**config.mk**
```make
export PLATFORM = sky130hd
export DESIGN_NAME = mcv_div
export DESIGN_NICKNAME = d
export VERILOG_FILES = /design/src/mcv_pkg.sv /design/src/mcv_div.sv
export SDC_FILE = /design/constraint.sdc
export NUM_CORES = 1
export LEC_CHECK = 0
export BUFFER_PORTS_ARGS = -buffer_cell sky130_fd_sc_hd__buf_2
export CORE_MARGIN = 1.5
export CORE_UTILIZATION = 46
export CTS_CLUSTER_SIZE = 8
export DETAILED_ROUTE_END_ITERATION = 12
export GPL_TIMING_DRIVEN = 0
export SKIP_LAST_GASP = 1
export SLEW_MARGIN = 20
export SYNTH_ARGS = -nofsm -noshare
export SYNTH_HDL_FRONTEND = slang
export SYNTH_SLANG_ARGS = --single-unit
```
**constraint.sdc**
```tcl
create_clock -name clk -period 9.7 [get_ports clk]
set_input_delay 0.97 -clock clk [delete_from_list [all_inputs] [get_ports clk]]
set_output_delay 0.97 -clock clk [all_outputs]
set_load 0.005 [all_outputs]
```
**src/mcv_pkg.sv**
```systemverilog
// Shared types, widths and helpers of the mesh centroid and volume block.
// No dependencies; every other file imports this package.
package mcv_pkg;

  localparam int FIELD_W       = 12;
  localparam int COORD_BITS    = 12;
  localparam int MAX_TRIANGLES = 1024;
  localparam int FRACTION_BITS = 4;

  localparam int CNT_W   = $clog2(MAX_TRIANGLES + 2);
  localparam int VOL_W   = 47;
  localparam int WSUM_W  = 64;
  localparam int CEN_W   = 17;
  localparam int CEN_MAX     = 65535;
  localparam int CEN_MIN_MAG = 65536;

  // Triple product datapath widths
  localparam int SUM_W   = COORD_BITS + 2;
  localparam int PROD_W  = 2 * COORD_BITS;
  localparam int CROSS_W = PROD_W + 1;
  localparam int TERM_W  = CROSS_W + COORD_BITS;
  localparam int DET_W   = TERM_W + 2;
  localparam int WPROD_W = SUM_W + DET_W;

  // Divider: quotient bits below the overflow bit, plus one rounding bit
  localparam int QB     = CEN_W + FRACTION_BITS + 1;
  localparam int QCNT_W = $clog2(QB + 1);
  localparam int REM_A  = WSUM_W + FRACTION_BITS + 1;
  localparam int REM_B  = VOL_W + 2 + QB;
  localparam int REM_W  = (REM_A > REM_B) ? REM_A : REM_B;

  localparam int QUEUE_DEPTH = 4;
  localparam int QPTR_W      = $clog2(QUEUE_DEPTH);

  typedef logic signed [COORD_BITS-1:0] coord_t;

  typedef struct packed {
    coord_t x;
    coord_t y;
    coord_t z;
  } vec_t;

  // One queue entry: a triangle to add, the end of a mesh, or both
  typedef struct packed {
    vec_t a;
    vec_t b;
    vec_t c;
    logic is_tri;
    logic last;
    logic ovf;
  } tri_item_t;

  typedef struct packed {
    logic signed [VOL_W-1:0]  vol;
    logic signed [WSUM_W-1:0] wx;
    logic signed [WSUM_W-1:0] wy;
    logic signed [WSUM_W-1:0] wz;
    logic                     ovf;
  } mesh_sum_t;

  typedef enum logic [1:0] {
    DIV_IDLE,
    DIV_RUN,
    DIV_FIN,
    DIV_HOLD
  } div_state_t;

  function automatic coord_t to_coord(input logic [FIELD_W-1:0] v);
    return coord_t'(v[COORD_BITS-1:0]);
  endfunction

endpackage

```
**src/mcv_div.sv**
```systemverilog
// Centroid divider and result register: restoring division one quotient bit
// per cycle on three axes at once, rounding and saturation. Depends on mcv_pkg.
module mcv_div import mcv_pkg::*; (
  input  logic                    clk,
  input  logic                    rst_n,
  input  logic                    start,
  input  mesh_sum_t               sum_in,
  output logic                    idle,
  output logic                    empty,
  input  logic                    pop,
  output logic signed [VOL_W-1:0] six_volume,
  output logic signed [CEN_W-1:0] centroid_x,
  output logic signed [CEN_W-1:0] centroid_y,
  output logic signed [CEN_W-1:0] centroid_z,
  output logic                    centroid_valid,
  output logic                    overflowed
);

  div_state_t        state_r, state_nxt;
  logic [QCNT_W-1:0] cnt_r;
  logic [REM_W-1:0]  rem_r [3];
  logic [QB:0]       q_r [3];
  logic              neg_r [3];
  logic [REM_W-1:0]  dsh_r;
  logic [CEN_W-1:0]  cen_r [3];
  logic [VOL_W-1:0]  vol_r;
  logic              valid_r, ovf_r, start_valid;
  logic [WSUM_W-1:0] w_in [3];
  logic [WSUM_W-1:0] wmag [3];
  logic [VOL_W-1:0]  vmag;

  function automatic logic [CEN_W-1:0] round_sat(input logic [QB:0] q, input logic neg);
    logic [QB-1:0] mag;
    mag = QB'(({1'b0, q[QB-1:0]} + (QB+1)'(1)) >> 1);
    if (neg) begin
      if (q[QB] || mag > QB'(CEN_MIN_MAG)) return CEN_W'(CEN_MIN_MAG);
      return CEN_W'(~mag + QB'(1));
    end
    if (q[QB] || mag > QB'(CEN_MAX)) return CEN_W'(CEN_MAX);
    return CEN_W'(mag);
  endfunction

  assign start_valid = ~sum_in.ovf & (sum_in.vol != '0);
  assign w_in[0] = sum_in.wx;
  assign w_in[1] = sum_in.wy;
  assign w_in[2] = sum_in.wz;
  // magnitudes taken at the sum width, before widening for the remainder
  assign wmag[0] = w_in[0][WSUM_W-1] ? -w_in[0] : w_in[0];
  assign wmag[1] = w_in[1][WSUM_W-1] ? -w_in[1] : w_in[1];
  assign wmag[2] = w_in[2][WSUM_W-1] ? -w_in[2] : w_in[2];
  assign vmag    = sum_in.vol[VOL_W-1] ? VOL_W'(-sum_in.vol) : VOL_W'(sum_in.vol);

  always_comb begin
    state_nxt = state_r;
    case (state_r)
      DIV_IDLE: if (start) state_nxt = start_valid ? DIV_RUN : DIV_HOLD;
      DIV_RUN:  if (cnt_r == '0) state_nxt = DIV_FIN;
      DIV_FIN:  state_nxt = DIV_HOLD;
      DIV_HOLD: if (pop) state_nxt = DIV_IDLE;
      default:  state_nxt = DIV_IDLE;
    endcase
  end

  always_comb begin
    idle  = 1'b0;
    empty = 1'b1;
    case (state_r)
      DIV_IDLE: idle  = 1'b1;
      DIV_HOLD: empty = 1'b0;
      default: ;
    endcase
  end

  always_ff @(posedge clk) begin
    if (!rst_n) state_r <= DIV_IDLE;
    else        state_r <= state_nxt;
  end

  always_ff @(posedge clk) begin
    case (state_r)
      DIV_IDLE: begin
        if (start) begin
          vol_r   <= sum_in.vol;
          ovf_r   <= sum_in.ovf;
          valid_r <= start_valid;
          cnt_r   <= QCNT_W'(QB);
          dsh_r   <= REM_W'({vmag, 2'b00}) << QB;
          for (int i = 0; i < 3; i++) begin
            cen_r[i] <= '0;
            q_r[i]   <= '0;
            neg_r[i] <= w_in[i][WSUM_W-1] ^ sum_in.vol[VOL_W-1];
            rem_r[i] <= REM_W'(wmag[i]) << (FRACTION_BITS + 1);
          end
        end
      end
      DIV_RUN: begin
        for (int i = 0; i < 3; i++) begin
          if (rem_r[i] >= dsh_r) rem_r[i] <= rem_r[i] - dsh_r;
          q_r[i] <= {q_r[i][QB-1:0], rem_r[i] >= dsh_r};
        end
        dsh_r <= dsh_r >> 1;
        cnt_r <= cnt_r - QCNT_W'(1);
      end
      DIV_FIN: begin
        for (int i = 0; i < 3; i++) cen_r[i] <= round_sat(q_r[i], neg_r[i]);
      end
      default: ;
    endcase
  end

  assign six_volume     = vol_r;
  assign centroid_x     = cen_r[0];
  assign centroid_y     = cen_r[1];
  assign centroid_z     = cen_r[2];
  assign centroid_valid = valid_r;
  assign overflowed     = ovf_r;

  a_invalid_zero: assert property (@(posedge clk) disable iff (!rst_n)
    (state_r == DIV_HOLD && !valid_r) |->
    (cen_r[0] == '0 && cen_r[1] == '0 && cen_r[2] == '0))
    else $error("invalid centroid not zero");

  a_start_leaves_idle: assert property (@(posedge clk) disable iff (!rst_n)
    (start && state_r == DIV_IDLE) |=> state_r != DIV_IDLE)
    else $error("divider ignored a start");

  a_fin_after_last_bit: assert property (@(posedge clk) disable iff (!rst_n)
    (state_r == DIV_FIN) |-> ($past(state_r) == DIV_RUN && $past(cnt_r) == '0))
    else $error("division finished early");

endmodule
```
==> metrics.log, run 1 <==
INFO  metric run_status = completed
INFO  metric syn-instance-count = 4345
INFO  metric die_footprint = 83900 µm²
INFO  metric yosys_warnings = 0
INFO  metric layout_nets = 5249
INFO  metric synth.area.top_cells = sky130_fd_sc_hd__edfxtp_1, sky130_fd_sc_hd__ha_1, sky130_fd_sc_hd__xnor2_1
INFO  metric cts-buffers-inserted = 68
INFO  metric grt_setup_unrepaired = false
INFO  metric maxSlewViolCount = 0
INFO  metric hpwl = 104000 µm
INFO  metric final.min_clock_period = 8.83 ns
INFO  metric post_route_cells_drive_above_1_share = 10.8%
INFO  metric largest_net_degree_at_the_start_of_global_routing = 52
INFO  metric holdWs = 0.548 ns
INFO  metric cts-root-to-sink-buffers = 3
INFO  metric die_h = 290 µm
INFO  metric crit_path_top_delay_cell = sky130_fd_sc_hd__o31ai_1
INFO  metric mappedNetlistNets = 4823
INFO  metric cellLeakagePower = 16.7 nW
INFO  metric postRouteAntennaNets = 0
INFO  metric ys_seq_area_share = 36.7%
INFO  metric port_bufs = 342
INFO  metric max-slew-margin-rel = 13.9%
INFO  metric worstSetupEndpointType = flip-flop
INFO  metric initial_antenna_violation_count = 14
INFO  metric count_of_vias_placed_by_the_detailed_router = 34900
INFO  metric ir_worst_vdd = 0.000191 V
INFO  metric synth.cell_area = 37800 µm²
INFO  metric synthToLayoutAreaGrowth = 14.3%
INFO  metric timing.final.setup_violations = 0
INFO  metric timing.clock.skew = 0.0341 ns
INFO  metric pin_count = 346
INFO  metric detailedRoute.firstPassIterationCount = 6
INFO  metric cts_hold_repair.buffers = 0
INFO  metric cp.required = 10.06 ns
INFO  metric synth-async-reset-ratio = 0%
INFO  metric avgSynthCellArea = 8.70 µm²
INFO  metric row_count = 104
INFO  metric worst_path_clk_slew = 0.05 ns
INFO  metric hp-class = primary input to flip-flop
INFO  metric netlist_top_cells_count = sky130_fd_sc_hd__a21oi_1, sky130_fd_sc_hd__edfxtp_1, sky130_fd_sc_hd__nand2_1
INFO  metric drt_wl_total = 129000 µm
INFO  metric yosys.cell_types.count = 80
INFO  metric clock_network_latency_to_the_later_pin_of_the_worst_skew_pair = 0.63 ns
INFO  metric cts_max_level = 3
INFO  metric vias_per_cell = 5.94
INFO  metric dp_slack = 1.08 ns
INFO  metric grt_use_total = 30.0%
INFO  metric post_cts_resize_count = 0
INFO  metric post_cts_buffers = 0
INFO  metric crit_path_max_incr_delay = 1.06 ns
INFO  metric arrival = 9.19 ns
INFO  metric post-route-period-util = 91.0%
INFO  metric yosys.area.top_type_share = 36.6%
INFO  metric critical_path_class = flip-flop to flip-flop
INFO  metric synth.most_common_cell = sky130_fd_sc_hd__a21oi_1
INFO  metric tritoncts_num_sinks = 463
INFO  metric crit_chain = inv_1 > ha_1 > nor2b_1 > o31a_1 > o211ai_1 > a2111oi_0 > o21ai_0 > o41ai_1 > a31oi_1 > o21a_1 > o31ai_1 > o31a_1 > buf_2 > clkbuf_1 > clkbuf_1 > o21bai_4 > buf_12 > buf_16
INFO  metric drc = 0
INFO  metric first_global_vias = 32500
INFO  metric die_w = 290 µm
INFO  metric synthFlopType = sky130_fd_sc_hd__edfxtp_1
INFO  metric crit_fanout = 22
INFO  metric grt_pass1_wl = 192000 µm
INFO  metric starting_density_of_the_core = 46.7%
INFO  metric gp_congestion = 0.989
INFO  metric final-hold-violation-count = 0
INFO  metric tritoncts = built
INFO  metric worst_slew_pin_slew = 1.28 ns
INFO  metric max_clock_freq = 0.113 GHz
INFO  metric final.setup.worst_slack = 0.870 ns
INFO  metric post_synth_edffs = 461
INFO  metric detailedRoute.firstIterationViolations = 3019
INFO  metric postSynthRegisterBits = 463
INFO  metric drt-wirelength-per-cell = 22.1 µm
INFO  metric timing.critical_path.from_type = flip-flop
INFO  metric post_synthesis_cell_type_with_the_largest_combined_area = sky130_fd_sc_hd__edfxtp_1
INFO  metric core = 80900 µm²
INFO  metric power_density = 424 nW/µm²
INFO  metric cts_root_buffer = sky130_fd_sc_hd__clkbuf_16
INFO  metric maxCapViolCount = 0
INFO  metric grt_overflow = 0
-- registers in the layout, summed over array words and instances, names as in the netlist --
signal and cells:
rem_r 213, dsh_r 71, q_r 69, cen_r 51, six_volume 47, cnt_r 5, neg_r 3, state_r 2
centroid_valid 1, overflowed 1
-- layer usage --
metal / global-route usage [%] / routed length, µm / up-vias
li1: - / - / 16800
met5: 0 / 124 / -
met4: 11.3 / 4910 / 18
met3: 3.37 / 7990 / 229
met2: 49.8 / 60600 / 1225
met1: 40.2 / 55700 / 16600
-- critical path, delay by kind of cell (launching register included) --
| kind | cells | cell delay (ns) |
|---|---|---|
| AOI/OAI and AO/OA | 10 | 4.99 |
| buffers and inverters | 6 | 2.48 |
| DFF | 1 | 0.53 |
| adders and majority gates | 1 | 0.34 |
| and+or+nand+nor | 1 | 0.18 |
-- area by class of cell --
type,instances,area (µm²)
flip-flops and latches,463,13900
plain buffers,214,823
clock inverters,10,170
well taps,1060,1330
repair buffers,356,2060
clock buffers,77,1740
diodes,16,40.0
multi-input cells,3484,22500
inverters,184,691
fillers,7848,37700
-- worst paths after layout --
kind | slack [ns] | startpoint | depth (start not counted) | end
max reg2reg | 0.87 | dsh_r[1] | 18 | rem_r[0][108]
max | 0.87 | dsh_r[1] | 18 | rem_r[0][108]
min reg2reg | 0.55 | state_r[0] | 2 | state_r[0]
min | 0.55 | sum_in[0] | 1 | overflowed
-- kinds of logic after synthesis --
group                      count (synthesis)  synth area share [%]
and+or+nand+nor                         1418                  18.3
AOI/OAI and AO/OA                       1321                  21.3
xor gates and xnor gates                 478                  11.1
DFF                                      463                  36.7
buffers and inverters                    398                  4.00
adders and majority gates                234                  7.80
muxes                                     33                 0.890
-- metrics by stage --
stage / setup TNS [ns] / total power [mW] / cells / utilization [%] / area [µm²]
finish: 0 / 18.3 / 5864 / 53.4 / 43200
CTS: 0 / 18.2 / 5848 / 53.3 / 43200
global placement: -510.72 / 15.8 / 5747 / 50.5 / 40800
global route: 0 / 19.7 / 5849 / 53.3 / 43200
detailed placement: 0 / 15.9 / 5761 / 51.0 / 41300
floorplan: 0 / 12.5 / 4345 / - / 37800
-- layout by cell type (no fill, tap or decap), drive strengths merged, types with 14 or more instances in the layout --
| cell type | count |
|---|---|
| diode | 16 |
| and2 | 94 |
| or3 | 50 |
| o21bai | 53 |
| nand2b | 33 |
| inv | 183 |
| o41ai | 36 |
| xor2 | 203 |
| nor2 | 362 |
| nand4 | 91 |
| nand2 | 406 |
| xnor2 | 275 |
| edfxtp | 461 |
| clkbuf | 271 |
| nor2b | 29 |
| o21ai | 345 |
| a21oi | 464 |
| buf | 376 |
| o31ai | 85 |
| nor3 | 65 |
| a221oi | 14 |
| o211ai | 24 |
| and3 | 38 |
| a211oi | 21 |
| a21o | 120 |
| a31oi | 30 |
| or4 | 39 |
| nor4 | 39 |
| ha | 231 |
| or2 | 23 |
| o21a | 35 |
| nand3 | 115 |
| mux2i | 28 |
-- power by group --
part           total, mW  internal [mW]  switching [mW]  leakage, nW
combinational       12.0           4.30            7.70         11.3
clock               2.21           1.27           0.942        0.918
sequential          4.10           3.65           0.443         4.48
total               18.3           9.23            9.08         16.7
No activity file was read; power rests on OpenSTA's default activity.
==> run 2, diff against run 1 <==
Settings changed: CAP_MARGIN from default to 20, RECOVER_POWER from default to 100.
==> run 2 against run 1 <==
The run now ends with max-capacitance violations, max-slew violations left. Worst setup slack lost 0.16 ns. Critical endpoint is now rem_r[0][93]. Combinational power is essentially flat. Non-clock buffer count is the same. Sequential share of layout area grew 0.29 points. Cell count is essentially flat. Critical path depth shrank 1.
==> metrics.log, run 2 (synthesized netlist as in run 1, its figures left out) <==
INFO  metric run_status = finished, violations left
INFO  metric violations = max-capacitance violations, max-slew violations
INFO  metric count_of_vias_placed_by_the_detailed_router = 34600
INFO  metric clock_network_latency_to_the_later_pin_of_the_worst_skew_pair = 0.63 ns
INFO  metric timing.clock.skew = 0.0250 ns
INFO  metric detailedRoute.firstIterationViolations = 2972
INFO  metric drt-wirelength-per-cell = 22.1 µm
INFO  metric crit_path_top_delay_cell = sky130_fd_sc_hd__o31ai_1
INFO  metric grt_overflow = 0
INFO  metric drc = 0
INFO  metric final_cell_mix = sky130_fd_sc_hd__a21oi_1, sky130_fd_sc_hd__edfxtp_1, sky130_fd_sc_hd__nand2_1
INFO  metric timing.final.setup_violations = 0
INFO  metric worst_slew_pin_slew = 2.46 ns
INFO  metric hpwl = 104000 µm
INFO  metric post_route_cells_drive_above_1_share = 7.83%
INFO  metric timing.critical_path.from_type = flip-flop
INFO  metric die_footprint = 83900 µm²
INFO  metric pin_count = 346
INFO  metric dp_slack = 1.12 ns
INFO  metric layout_nets = 5250
INFO  metric port_bufs = 342
INFO  metric core = 80900 µm²
INFO  metric maxSlewViolCount = 150
INFO  metric ir_worst_vdd = 0.000162 V
INFO  metric row_count = 104
INFO  metric gp_congestion = 0.989
INFO  metric layout_top_registers = rem_r x213, dsh_r x71, q_r x69
INFO  metric max_clock_freq = 0.111 GHz
INFO  metric vias_per_cell = 5.91
INFO  metric post_cts_buffers = 0
INFO  metric flip_flop_count_of_the_largest_register_after_layout = 213
INFO  metric report.power.total = 18.2 mW
INFO  metric detailedRoute.firstPassIterationCount = 6
INFO  metric worstSetupEndpointType = flip-flop
INFO  metric tritoncts_num_sinks = 463
INFO  metric cellLeakagePower = 16.2 nW
INFO  metric die_h = 290 µm
INFO  metric max_flop_register = rem_r
INFO  metric worst_path_clk_slew = 0.05 ns
INFO  metric cts-root-to-sink-buffers = 3
INFO  metric cp.required = 9.92 ns
INFO  metric crit_chain = inv_1 > ha_1 > nor2b_1 > o31a_1 > o211ai_1 > a2111oi_0 > o21ai_0 > o41ai_1 > a31oi_1 > o21a_1 > o31ai_1 > o31a_1 > clkbuf_1 > clkbuf_1 > clkbuf_1 > o21bai_4 > clkbuf_1
INFO  metric cts-buffers-inserted = 69
INFO  metric maxCapViolCount = 4
INFO  metric postRouteAntennaNets = 0
INFO  metric synthToLayoutAreaGrowth = 13.3%
INFO  metric post_cts_resize_count = 0
INFO  metric max-slew-margin-rel = -64.1%
INFO  metric critical_path_class = flip-flop to flip-flop
INFO  metric timing.critical_path.max_delay_family = compound AO/OA/AOI/OAI gates
INFO  metric largest_net_degree_at_the_start_of_global_routing = 52
INFO  metric crit_path_max_incr_delay = 0.96 ns
INFO  metric tritoncts = built
INFO  metric drt_wl_total = 129000 µm
INFO  metric final_util = 52.9%
INFO  metric cts_root_buffer = sky130_fd_sc_hd__clkbuf_16
INFO  metric cts_max_level = 3
INFO  metric cts_hold_repair.buffers = 0
INFO  metric final-hold-violation-count = 0
INFO  metric critical-path-top-cell-by-count = sky130_fd_sc_hd__clkbuf_1
INFO  metric starting_density_of_the_core = 46.7%
INFO  metric post-route-period-util = 92.7%
INFO  metric crit_fanout = 16
INFO  metric power_density = 425 nW/µm²
INFO  metric arrival = 9.21 ns
INFO  metric grt_setup_unrepaired = false
INFO  metric hp-class = flip-flop to flip-flop
INFO  metric layout_commonest_cell = sky130_fd_sc_hd__a21oi_1
INFO  metric first_global_vias = 32500
INFO  metric final.setup.worst_slack = 0.708 ns
INFO  metric die_w = 290 µm
INFO  metric crit_buf_inv = 5
INFO  metric grt_pass1_wl = 193000 µm
INFO  metric initial_antenna_violation_count = 13
INFO  metric final.min_clock_period = 8.99 ns
INFO  metric grt_use_total = 30.2%
## run 2: cell count changes in the layout (fill, tap and decap cells not counted), moves of 3 or more
cell                        change
sky130_fd_sc_hd__and2_0        +50
sky130_fd_sc_hd__and2_1        -50
sky130_fd_sc_hd__buf_16         -6
sky130_fd_sc_hd__buf_2        -132
sky130_fd_sc_hd__clkbuf_1     +138
sky130_fd_sc_hd__clkinv_16      -3
sky130_fd_sc_hd__diode_2        -5
## run 2: layout make-up
cell class	count	area, µm²
Buffer	214	821
Antenna cell	11	27.5
Sequential cell	463	13900
Inverter	184	691
Clock buffer	78	1780
Multi-Input combinational cell	3484	22400
Fill cell	7927	38100
Clock inverter	10	110
Timing Repair Buffer	356	1740
Tap cell	1060	1330
## run 2: worst register-to-register path, cell delays in order (launching register included)
cell	delay (ns)
sky130_fd_sc_hd__edfxtp_1	0.54
sky130_fd_sc_hd__inv_1	0.19
sky130_fd_sc_hd__ha_1	0.34
sky130_fd_sc_hd__nor2b_1	0.18
sky130_fd_sc_hd__o31a_1	0.36
sky130_fd_sc_hd__o211ai_1	0.19
sky130_fd_sc_hd__a2111oi_0	0.86
sky130_fd_sc_hd__o21ai_0	0.46
sky130_fd_sc_hd__o41ai_1	0.81
sky130_fd_sc_hd__a31oi_1	0.27
sky130_fd_sc_hd__o21a_1	0.28
sky130_fd_sc_hd__o31ai_1	0.96
sky130_fd_sc_hd__o31a_1	0.29
sky130_fd_sc_hd__clkbuf_1	0.56
sky130_fd_sc_hd__clkbuf_1	0.70
sky130_fd_sc_hd__clkbuf_1	0.74
sky130_fd_sc_hd__o21bai_4	0.35
sky130_fd_sc_hd__clkbuf_1	0.52
## run 2: final timing paths
| check | from | endpoint | slack [ns] | depth (start not counted) |
|---|---|---|---|---|
| hold / removal | state_r[0] | state_r[0] | 0.55 | 2 |
| setup reg to reg | dsh_r[1] | rem_r[0][93] | 0.71 | 17 |
| setup / recovery | dsh_r[1] | rem_r[0][93] | 0.71 | 17 |
| hold reg to reg | state_r[0] | state_r[0] | 0.55 | 2 |
## run 2: through the flow
stage / cell area [µm²] / std cells / hold WS [ns] / TNS (ns)
5_1_grt: 42800 / 5849 / 0.568 / 0
6_report: 42800 / 5860 / 0.546 / 0
3_3_place_gp: 40800 / 5747 / 0.529 / -510.72
3_5_place_dp: 41300 / 5761 / 0.535 / 0
4_1_cts: 43100 / 5849 / 0.531 / 0
2_1_floorplan: 37800 / 4345 / 0.506 / 0
## run 2: report_power, final
| group | total [mW] | internal [mW] | switching (mW) | leakage (nW) |
|---|---|---|---|---|
| combinational | 11.8 | 4.18 | 7.66 | 10.8 |
| sequential | 4.13 | 3.68 | 0.448 | 4.48 |
| clock | 2.23 | 1.30 | 0.931 | 0.926 |
| total | 18.2 | 9.16 | 9.04 | 16.2 |
## run 2: per-layer routing
layer,up-vias,global-route usage (%),routed length [µm]
li1,16800,-,-
met3,211,3.63,7570
met5,-,0,130
met2,1123,50.5,61200
met1,16500,40.2,56300
met4,18,10.7,4290
