File: config.mk
export PLATFORM = sky130hd
export DESIGN_NAME = mcv_queue
export DESIGN_NICKNAME = d
export VERILOG_FILES = /design/src/mcv_pkg.sv /design/src/mcv_queue.sv
export SDC_FILE = /design/constraint.sdc
export NUM_CORES = 1
export LEC_CHECK = 0
export BUFFER_PORTS_ARGS = -buffer_cell sky130_fd_sc_hd__buf_2
export CORE_MARGIN = 2
export CORE_UTILIZATION = 61
export DETAILED_ROUTE_END_ITERATION = 10
export PLACE_DENSITY = 0.86
export SKIP_LAST_GASP = 1
export SLEW_MARGIN = 20
export SYNTH_ARGS = -nofsm -noshare
export SYNTH_HDL_FRONTEND = slang
export SYNTH_SLANG_ARGS = --single-unit
File: constraint.sdc
create_clock -name clk -period 10.3 [get_ports clk]
set_input_delay 1.03 -clock clk [delete_from_list [all_inputs] [get_ports clk]]
set_output_delay 1.03 -clock clk [all_outputs]
set_load 0.03 [all_outputs]
File: src/mcv_pkg.sv
// Shared types, widths and helpers of the mesh centroid and volume block.
// No dependencies; every other file imports this package.
package mcv_pkg;

  localparam int FIELD_W       = 12;
  localparam int COORD_BITS    = 12;
  localparam int MAX_TRIANGLES = 1024;
  localparam int FRACTION_BITS = 4;

  localparam int CNT_W   = $clog2(MAX_TRIANGLES + 2);
  localparam int VOL_W   = 47;
  localparam int WSUM_W  = 64;
  localparam int CEN_W   = 17;
  localparam int CEN_MAX     = 65535;
  localparam int CEN_MIN_MAG = 65536;

  // Triple product datapath widths
  localparam int SUM_W   = COORD_BITS + 2;
  localparam int PROD_W  = 2 * COORD_BITS;
  localparam int CROSS_W = PROD_W + 1;
  localparam int TERM_W  = CROSS_W + COORD_BITS;
  localparam int DET_W   = TERM_W + 2;
  localparam int WPROD_W = SUM_W + DET_W;

  // Divider: quotient bits below the overflow bit, plus one rounding bit
  localparam int QB     = CEN_W + FRACTION_BITS + 1;
  localparam int QCNT_W = $clog2(QB + 1);
  localparam int REM_A  = WSUM_W + FRACTION_BITS + 1;
  localparam int REM_B  = VOL_W + 2 + QB;
  localparam int REM_W  = (REM_A > REM_B) ? REM_A : REM_B;

  localparam int QUEUE_DEPTH = 4;
  localparam int QPTR_W      = $clog2(QUEUE_DEPTH);

  typedef logic signed [COORD_BITS-1:0] coord_t;

  typedef struct packed {
    coord_t x;
    coord_t y;
    coord_t z;
  } vec_t;

  // One queue entry: a triangle to add, the end of a mesh, or both
  typedef struct packed {
    vec_t a;
    vec_t b;
    vec_t c;
    logic is_tri;
    logic last;
    logic ovf;
  } tri_item_t;

  typedef struct packed {
    logic signed [VOL_W-1:0]  vol;
    logic signed [WSUM_W-1:0] wx;
    logic signed [WSUM_W-1:0] wy;
    logic signed [WSUM_W-1:0] wz;
    logic                     ovf;
  } mesh_sum_t;

  typedef enum logic [1:0] {
    DIV_IDLE,
    DIV_RUN,
    DIV_FIN,
    DIV_HOLD
  } div_state_t;

  function automatic coord_t to_coord(input logic [FIELD_W-1:0] v);
    return coord_t'(v[COORD_BITS-1:0]);
  endfunction

endpackage

File: src/mcv_queue.sv
// Short queue of triangle items between the front end and the accumulator.
// Depends on mcv_pkg.
module mcv_queue import mcv_pkg::*; (
  input  logic      clk,
  input  logic      rst_n,
  input  logic      wr,
  input  tri_item_t wr_item,
  input  logic      rd,
  output tri_item_t rd_item,
  output logic      full,
  output logic      empty
);

  tri_item_t         mem_r [QUEUE_DEPTH];
  logic [QPTR_W-1:0] wp_r, rp_r;
  logic [QPTR_W:0]   cnt_r;

  assign full    = cnt_r == (QPTR_W+1)'(QUEUE_DEPTH);
  assign empty   = cnt_r == '0;
  assign rd_item = mem_r[rp_r];

  always_ff @(posedge clk) begin
    if (!rst_n) begin
      wp_r  <= '0;
      rp_r  <= '0;
      cnt_r <= '0;
    end else begin
      if (wr) wp_r <= wp_r + QPTR_W'(1);
      if (rd) rp_r <= rp_r + QPTR_W'(1);
      if (wr && !rd)      cnt_r <= cnt_r + (QPTR_W+1)'(1);
      else if (!wr && rd) cnt_r <= cnt_r - (QPTR_W+1)'(1);
    end
  end

  always_ff @(posedge clk) begin
    if (wr) mem_r[wp_r] <= wr_item;
  end

endmodule

==> impl_results.md, run 1 <==
* Post-Place Setup Slack at ~6.9 ns
* Synth top cells by count: edfxtp_1 (444), mux4_2 (111), buf_2 (11)
* Via/cell ratio at 5.91
* Int Pwr at around 0.0032 W
* P&R area growth vs syn at 17.7%
* WP buf/inv at 2
* CTS Sinks at between 400 and 500
* Post-synthesis mux area share at between 10% and 20%
* Async SR Flop Fraction at 0%
* Final period util at 37.2%
* Iter 0 DRT Violations at 614
* Die area at roughly 0.028 mm²
* F_max at 261 MHz
* Top_reg_cell synth: edfxtp_1
* Max stage delay on crit path at 0.80 ns
* Power, Total at 0.00417 W
* Core footprint at around 0.027 mm²
* Crit path launch type: flop
* Tmin final at about 3.8 ns
* Residual DRC at 0
* Final setup violation count at 0
* Syn Nets at 743
* Vias at roughly 7400
* Max Cap Viol at 0
* Switching fraction of total power at 23.4%
* Ys Warns at 0
* Synth area leader: edfxtp_1
* Mapped Cells at 622
* Count leader, synth: edfxtp_1
* VDD IR max at about 230 µV
* Final Hold Viols at 0
* XOR/XNOR share of the synthesized area at 0.266%
* Clock power share at 37.0%
* Power density cells at roughly 220 mW/mm²
* Drt pass-1 iters at 5
* Die width at 168 µm
* Worst Hold Class: reg2reg
* GRT Resource Usage Total at 21.7%
* CTS tree: yes
* Final nets at 999
* Distinct cells, synth at 21
* Initial Util at 61.6%
* Post-Route WL at 30400 µm
* Die Y at 168 µm
* Final setup margin at 6.46 ns
* Setup CP Type: reg2out
* Slew at the pin with the worst max-slew slack at 1.11 ns
* Pleak at 6.52 nW
* Synth top area cells: edfxtp_1 (81%), mux4_2 (15%), dfxtp_1 (1.1%), buf_6 (0.62%), ha_1 (0.38%)
* CP cell instances: buf_4 > mux4_2 > buf_2
* Largest net degree at the start of global routing at between 70 and 80
* Port Buf Inserts at 227
* RSZ-0062 raised after global routing: no
* Grt total ovfl at 0
* Compound-gate portion of the synthesized area at 0.0760%
* #FFs+latches synth at around 450
* Clock insertion delay at the later pin of the skew report at 0.52 ns
* FP Rows at 60
* Syn Std Cell Area at 0.0165 mm²
* Synth Area in Simple Gates at 0.555%
* Worst rel slew slack at ~26%
* Crit-path max FO at 50
* Htree depth at 2
* Top delay family on crit path: buffers and inverters
* Critical Path AT at 2.81 ns
* Hold Buf Count CTS at 0
* Share of layout cells above drive strength 1 at 45.6%
* CTS clk-pin slew, worst paths at approximately 0.060 ns
* Initial antenna violation count at 9
* Seq/Total Area, Yosys at just over 80%
* Largest family of logic cells by synthesized area: multiplexers
* Synthesized area per cell at 26.5 µm²
* Critical path's slowest cell: buf_4
* Fin. max-slew vios at 0
* Status: finished clean
* Psw at 0.000975 W
* TNS Setup at 0 ns
* WL/cell at 24.1 µm
* Vias in the first global route at 7712
* Reg power frac at 51.5%
* Utilization after layout at around 72%
* First-pass GRT wire length at 45500 µm
* Endpoint class of the critical path: primary output
* Hpwl dp at 17400 µm
* Number of flops mapped to enable cells by yosys at 444
* Number of I/O pins at approximately 230
* Root buf cell: clkbuf_16
* Post-CTS setup buffers at 0
* Setup Skew at 0.0162 ns
* Total CTS buffers at 43
* Yosys top cell area share at just over 80%
* Routability cong. at 0.714
* Post-cts resize count at 0
* Comb power frac at 11.4%
* Routed Antenna Nets at 0
* Clock Path Buffers at 3
* CP required at ~9 ns
* Adder-cell area share of the yosys netlist at 0.502%
==> registers in the layout (all words and copies together), names as in the netlist, named ones only <==
register  count
mem_r       444
rp_r          2
wp_r          2
cnt_r         3
==> placed cells by master (no fill, tap or decap), types with 2 or more instances in the layout <==
cell,n
mux4_2,111
and2_4,4
inv_6,2
clkinv_1,2
edfxtp_1,444
dfxtp_1,7
diode_2,7
clkbuf_16,44
clkinvlp_4,3
clkbuf_8,2
clkbuf_1,13
bufinv_16,4
mux2i_1,2
inv_1,4
and2_1,5
xnor2_1,2
clkinv_2,8
buf_2,227
dfxtp_4,2
nor2b_1,2
buf_4,7
ha_1,5
xor2_1,3
==> kinds of logic (layout without fill, tap and decap cells) <==
| logic type | after synthesis | after routing |
|---|---|---|
| adder cells (fa/ha/maj) | 6 | 6 |
| flip-flops | 453 | 453 |
| multiplexers | 113 | 113 |
| AO/OA/AOI/OAI | 2 | 2 |
| XOR/XNOR | 5 | 5 |
| other | 0 | 7 |
| AND/OR/NAND/NOR | 15 | 15 |
| buffers and inverters | 28 | 318 |
==> final timing paths <==
path | startpoint | to | slack (ns) | cells after the start
max | flop | rd_item[60] | 6.46 | 3
min | wp_r[1] | wp_r[1] | 0.56 | 2
max reg2reg | wp_r[0] | mem_r[1][47] | 7.80 | 3
min reg2reg | wp_r[1] | wp_r[1] | 0.56 | 2
==> power groups by stage <==
| stage | Combinational, W | Clock [W] | Sequential, W |
|---|---|---|---|
| floorplan | 0.000342 | 0 | 0.00218 |
| global placement | 0.000470 | 0 | 0.00218 |
| detailed placement | 0.000480 | 0 | 0.00219 |
| CTS | 0.000485 | 0.00157 | 0.00215 |
| global route | 0.000505 | 0.00164 | 0.00216 |
| finish | 0.000477 | 0.00154 | 0.00215 |
==> area by class of cell <==
type                    count  area, µm²
diodes                      7       17.5
clock buffers              59       1180
clock inverters            20        224
fillers                  1515       7370
inverters                   4       15.0
multi-input cells         141       2760
flip-flops and latches    453      13500
well taps                 341        427
repair buffers            235       1220
==> through the flow <==
stage | cell area [µm²] | instances | hold slack [ns]
6_report | 19400 | 1260 | 0.561
2_1_floorplan | 16500 | 622 | 0.472
3_5_place_dp | 17900 | 1174 | 0.525
3_3_place_gp | 17900 | 1173 | 0.489
5_1_grt | 19300 | 1257 | 0.606
4_1_cts | 19300 | 1253 | 0.564
==> layer usage <==
metal	share of wire [%]	routed length (µm)	track usage (%)
met3	8.0	2420	6.14
met2	51	15400	35.6
met1	39	11800	28.5
met5	0.13	41	0
met4	2.4	745	7.65
==> worst min-delay path: stages (launching register included) <==
cell and delay (ns):
dfxtp_1 0.33, mux2i_1 0.13, nor2b_1 0.05
Power figures use the tool's default switching activity.
==> run 2: changes to the inputs <==
Settings changed: CORE_UTILIZATION 61 to 57, PLACE_DENSITY 0.86 to 0.81.
Clock period 10.3 ns to 3.6 ns, I/O delays scaled along.
==> run 2 against run 1 <==
Critical path depth unchanged. Critical path type unchanged. Setup slack worse by 5.8 ns. Sequential share of layout area down 0.33 points. Register-to-register slack lost 6.2 ns. Highest routed layer is now met4. Critical endpoint is now rd_item[14]. Cell area increased by 0.47%. First-iteration DRC count shrank 6.7%. Combinational power grew to 2.9 times the previous value. Worst hold slack worse by 0.51 ns. Total power increased to 2.8 times the previous value.
==> impl_results.md, run 2 (synthesis results as in run 1) <==
* F_max at 346 MHz
* Design Area, Final at 0.0194 mm² (+0.47%)
* Fill cells at 1787 (+18%)
* Largest register FFs at 444 (unchanged)
* Post-Place Setup Slack at 1.21 ns (-5.73 ns)
* Die Y at 174 µm (+3.4%)
* Max stage delay on crit path at 0.74 ns (-0.06 ns)
* Setup CP Type: reg2out
* Via/cell ratio at 5.67 (-4.0%)
* Psw at 0.00271 W (+180%)
* Final period util at approximately four fifths
* CTS tree: yes
* Power density cells at 604 mW/mm² (+180%)
* Clock Path Buffers at 3 (unchanged)
* Clock power share at 35.9% (-1.1 points)
* Endpoint class of the critical path: primary output
* Hpwl dp at 17800 µm (+2.2%)
* Critical path's slowest cell: dfxtp_4
* Max Cap Viol at 0 (unchanged)
* Die width at 174 µm (+3.4%)
* Crit-path max FO at 27 (-46%)
* Int Pwr at 0.00905 W (+180%)
* Setup Skew at 0.0115 ns (-0.00464 ns)
* P&R area growth vs syn at 18.2%
* Comb power frac at 11.7% (+0.3 points)
* Final setup margin at 0.712 ns (-5.75 ns)
* Clock insertion delay at the later pin of the skew report at 0.52 ns (about the same)
* WL/cell at 23.1 µm (-4.3%)
* Fin. max-slew vios at 0 (unchanged)
* WP buf/inv at 2 (unchanged)
* Port Buf Inserts at 227 (unchanged)
* Die area at 0.0302 mm² (+6.8%)
* Top Registers: mem_r x444, cnt_r x3
* Root buf cell: clkbuf_16
* Hold Buf Count CTS at 0 (unchanged)
* Routability cong. at 0.727 (+1.8%)
* Vias at 7405 (-0.55%)
* Final nets at 1005 (+0.60%)
* Final Hold Viols at 0 (unchanged)
* Share of layout cells above drive strength 1 at 44.9% (-0.70 points)
* Final setup violation count at 0 (unchanged)
* Switching fraction of total power at 23.0% (-0.32 points)
* Reg with most FFs: mem_r
* Most frequent cells in the layout: edfxtp_1 (444), buf_2 (227), mux4_2 (111)
* Slew at the pin with the worst max-slew slack at 0.703 ns (-0.410 ns)
* Placed inst area at 0.0181 mm² (+0.89%)
* CTS clk-pin slew, worst paths at 0.06 ns (about the same)
* Residual DRC at 0 (unchanged)
* Grt total ovfl at 0 (unchanged)
* Worst Hold Class: in2reg
* Post-Route WL at 30100 µm (-0.91%)
* Commonest non-fill, non-tap cell in the layout: edfxtp_1
* Pleak at 6.53 nW (+0.18%)
* Crit path launch type: flop
* Worst rel slew slack at 53.2% (+27 points)
* Htree depth at 2 (unchanged)
* Core footprint at 0.0285 mm² (+6.8%)
* TNS Setup at 0 ns (unchanged)
* Initial antenna violation count at 4 (-5)
* Status: finished clean
* Total CTS buffers at 44 (+2.3%)
* Post-CTS setup buffers at 0 (unchanged)
* Drt pass-1 iters at 5 (unchanged)
* Reg power frac at 52.4% (+0.9 points)
* RSZ-0062 raised after global routing: no
* VDD IR max at 511 µV (+120%)
* CP required at 3.24 ns (-6.03 ns)
* Initial Util at 57.6% (-3.9 points)
* CP cell instances: buf_4 > mux4_2 > buf_2
* Routed Antenna Nets at 0 (unchanged)
* Post-cts resize count at 0 (unchanged)
* First-pass GRT wire length at 45900 µm (+0.86%)
* CTS Sinks at 453 (unchanged)
* Iter 0 DRT Violations at 573 (-6.7%)
* Largest net degree at the start of global routing at 57 (-23%)
* Critical Path AT at 2.53 ns (-0.28 ns)
* Number of I/O pins at 228 (unchanged)
* GRT Resource Usage Total at 20.2% (-1.5 points)
* Vias in the first global route at 7956 (+3.2%)
* Top delay family on crit path: flip-flops
* FP Rows at 62 (+3.3%)
* Tmin final at 2.89 ns
==> run 2: cell count changes in the layout (fill, tap and decap cells not counted), moves of 2 or more <==
cell        before  now
clkinv_2         8    2
clkinv_1         2    8
clkinvlp_4       3    0
buf_12           0    7
bufinv_16        4    2
clkbuf_1        13   15
==> run 2: metrics by stage <==
step                      total power, W  util, %  hold slack (ns)  instances
final                             0.0118     68.1           0.0484       1305
after floorplan                  0.00721        -            0.459        622
after CTS                         0.0119     68.1           0.0238       1299
after global placement           0.00762     63.4            0.491       1222
after global routing              0.0122     68.1           0.0236       1302
after detailed placement         0.00766     63.4            0.514       1222
==> run 2: worst paths after layout <==
kind / slack (ns) / start / to / cells past startpoint
worst min-delay path: 0.05 / wr_item[30] / mem_r[0][30] / 1
worst min register to register: 0.52 / cnt_r[2] / cnt_r[2] / 2
worst max register to register: 1.61 / wp_r[0] / mem_r[0][38] / 4
worst max-delay path: 0.71 / flop / rd_item[14] / 3
==> run 2: cell type report <==
type	count	area, µm²	area share [%]
inverters	4	15.0	0.0772
multi-input cells	141	2760	14.2
repair buffers	240	1320	6.79
diodes	6	15.0	0.0772
flip-flops and latches	453	13500	69.5
well taps	384	480	2.47
clock buffers	62	1210	6.22
clock inverters	15	126	0.650
==> run 2: power by group through the flow <==
stage / registers, W / clock network (W) / logic, W
final: 0.00616 / 0.00422 / 0.00137
after global routing: 0.00618 / 0.00453 / 0.00145
after detailed placement: 0.00627 / 0 / 0.00139
after global placement: 0.00625 / 0 / 0.00137
after CTS: 0.00616 / 0.00433 / 0.00140
after floorplan: 0.00623 / 0 / 0.000978
==> run 2: worst register-to-register path, stage by stage (launching register included) <==
cell,delay (ns)
dfxtp_1,0.35
inv_1,0.09
ha_1,0.15
and2_4,0.60
buf_4,0.46
==> run 2: per-layer routing <==
layer  vias up  share of wire (%)  global-route usage, %
met1      3856                 39                   27.2
met3        54                7.1                   4.90
met2       281                 51                   33.5
li1       3214                  -                      -
met4         0                2.3                   5.85
met5         -                  0                      0
==> run 3: changes to the inputs <==
Settings changed: ABC_AREA from default to 1, CORE_UTILIZATION 57 to 52, PLACE_DENSITY 0.81 to 0.78.
Clock period 3.6 ns to 2.5 ns, I/O delays scaled along.
==> run 3 against run 2 <==
Synthesized area up 2.8%. Sequential share of layout area down 5.8 points. Clock-buffer cell count down 8. Register-to-register slack worse by 0.61 ns. Sequential power up 42%. Largest cell class unchanged. Largest power group unchanged. Highest routed layer unchanged.
==> impl_results.md, run 3 <==
* Placed inst area at 0.0186 mm² (+2.8%)
* Async SR Flop Fraction at 0% (unchanged)
* Slew at the pin with the worst max-slew slack at 0.517 ns (-0.186 ns)
* Vias at 10771 (+45%)
* Status: finished clean
* Synthesized area per cell at 14.9 µm² (-43%)
* Fill cells at 2161 (+21%)
* Via/cell ratio at 5.53 (-2.5%)
* Final nets at 1588 (+58%)
* Design Area, Final at 0.0212 mm² (+9.2%)
* Setup CP Type: reg2out
* CTS clk-pin slew, worst paths at 0.06 ns (about the same)
* Min-Delay Startpoint: rd
* Cell Count, Final, Fillers Out at 1946 (+49%)
* Residual DRC at 0 (unchanged)
* Largest net degree at the start of global routing at 112 (+96%)
* Synth area leader: edfxtp_1
* P&R area growth vs syn at 25.6%
* Most frequent cells in the layout: edfxtp_1 (444), nor2_1 (227), buf_2 (227)
* Synth top cells by count: edfxtp_1 (444), nor2_1 (227), o21ai_0 (156)
* Mapped Cells at 1131 (+82%)
* VDD IR max at 805 µV (+58%)
* Final Hold Viols at 0 (unchanged)
* Clock Path Buffers at 3 (unchanged)
* Worst rel slew slack at 65.6% (+12 points)
* Vias in the first global route at 11082 (+39%)
* Top Registers: mem_r x444, cnt_r x3
* RSZ-0062 raised after global routing: no
* Max Cap Viol at 0 (unchanged)
* Largest register FFs at 444 (unchanged)
* Placed insts at 1751 (+43%)
* Hold WS at 0.0557 ns (+0.00734 ns)
* Grt total ovfl at 0 (unchanged)
* Yosys top cell area share at 78.9% (-2.2 points)
* Fin. max-slew vios at 0 (unchanged)
* Top_reg_cell synth: edfxtp_1
* Count leader, synth: edfxtp_1
* Final period util at 95.6%
* Post-Place Setup Slack at 0.621 ns (-0.585 ns)
* Final setup violation count at 0 (unchanged)
* FF-to-FF Start: wp_r[0]
* GRT Resource Usage Total at 22.3% (+2.1 points)
* Root buf cell: clkbuf_16
* Routability cong. at 0.732 (+0.70%)
* Synth top area cells: edfxtp_1 (79%), nor2_1 (5.0%), o21ai_0 (4.6%), o22ai_1 (3.7%), o21ai_1 (2.1%)
* FP Rows at 66 (+6.5%)
* Number of flops mapped to enable cells by yosys at 444 (unchanged)
* Die width at 184 µm (+6.0%)
* Setup Skew at 0.0154 ns (+0.00382 ns)
* Hpwl dp at 19900 µm (+12%)
* WL/cell at 19.5 µm (-15%)
* CP required at 2.25 ns (-0.99 ns)
* Pleak at 7.46 nW (+14%)
* Crit-path max FO at 52 (+93%)
* Commonest non-fill, non-tap cell in the layout: edfxtp_1
* Post-Route WL at 38000 µm (+26%)
* Power density cells at 830 mW/mm² (+37%)
* Iter 0 DRT Violations at 902 (+57%)
* Number of I/O pins at 228 (unchanged)
* Routed Antenna Nets at 0 (unchanged)
* Critical Path AT at 2.14 ns (-0.39 ns)
* Die Y at 184 µm (+6.0%)
* Ys Warns at 0 (unchanged)
* Endpoint class of the critical path: primary output
* Initial antenna violation count at 3 (-1)
* First-pass GRT wire length at 58500 µm (+28%)
* Reg with most FFs: mem_r
* Total CTS buffers at 44 (unchanged)
* CTS tree: yes
* Die area at 0.0340 mm² (+12%)
* #FFs+latches synth at 453 (unchanged)
* Share of layout cells above drive strength 1 at 22.9% (-22 points)
* Initial Util at 52.4% (-5.3 points)
* Distinct cells, synth at 20 (-4.8%)
* Htree depth at 2 (unchanged)
* Tmin final at 2.39 ns
* Port Buf Inserts at 227 (unchanged)
* Syn Std Cell Area at 0.0169 mm² (+2.8%)
* Core footprint at 0.0323 mm² (+13%)
* Worst Hold Class: in2reg
* Crit path launch type: flop
* Syn Nets at 1252 (+69%)
* Final setup margin at 0.111 ns (-0.601 ns)
* CTS Sinks at 453 (unchanged)
* Drt pass-1 iters at 5 (unchanged)
* Seq/Total Area, Yosys at 79.9% (-2.2 points)
* F_max at 419 MHz
* Clock insertion delay at the later pin of the skew report at 0.53 ns (about the same)
## run 3: cell types whose count changed after synthesis, moves of 7 or more
cell,delta
o22ai_2,+10
buf_2,+9
o21ai_0,+155
and2_1,-9
o21ai_1,+72
inv_1,+11
nor2_1,+227
mux4_2,-111
clkbuf_1,+28
o22ai_1,+101
nand2_1,+8
buf_4,+7
## run 3: critical path, stage by stage, from the launching register on
cell	delay, ns
dfxtp_4	0.35
clkinv_2	0.29
buf_12	0.31
o21ai_1	0.15
o22ai_1	0.21
buf_2	0.24
## run 3: path summary, 6_finish.rpt
kind	slack, ns	end	cells past startpoint
hold / removal	0.06	flop	4
hold reg to reg	0.44	flop	1
setup / recovery	0.11	rd_item[69]	5
setup reg to reg	1.00	mem_r[2][50]	5
## run 3: layout make-up
cell class	count	area (µm²)	share of cell area, %
multi-input combinational	589	2930	13.8
inverter	17	87.6	0.413
tap	442	553	2.61
sequential	453	13500	63.7
antenna	3	7.51	0.0354
timing repair buffer	362	2650	12.5
clock inverter	26	303	1.43
clock buffer	54	1180	5.56
## run 3: repair_timing
action                                  CTS  global route
resized for setup                         0             3
endpoints found under the setup margin    0            11
buffers inserted                          0             0
hold endpoints to repair                446             0
hold buffers                            112             0
## run 3: metal layers
| metal | global-route usage (%) | wire length (µm) |
|---|---|---|
| met1 | 27.8 | 15200 |
| met2 | 38.2 | 18800 |
| met3 | 5.39 | 3120 |
| met4 | 7.90 | 940 |
| met5 | 0 | 0 |
## run 3: cells by family (layout without fill, tap and decap cells)
group / after synthesis / count (layout) / synth area share (%)
and+or+nand+nor: 240 / 240 / 5.37
AOI/OAI and AO/OA: 343 / 343 / 11.3
DFF: 453 / 453 / 79.9
adders and majority gates: 6 / 6 / 0.488
other: 0 / 3 / 0
buffers and inverters: 89 / 459 / 2.88
## run 3: stage by stage
stage,utilization [%],power [W],setup TNS [ns]
after global placement,57.6,0.0108,0
after CTS,65.7,0.0177,0
final,65.7,0.0176,0
after floorplan,-,0.0102,-52.61
after global routing,65.7,0.0182,0
after detailed placement,57.6,0.0109,0
## run 3: power by group
part	total [W]	internal (W)	switching (W)
registers	0.00877	0.00868	0.0000851
clock network	0.00674	0.00407	0.00266
logic	0.00211	0.000650	0.00146
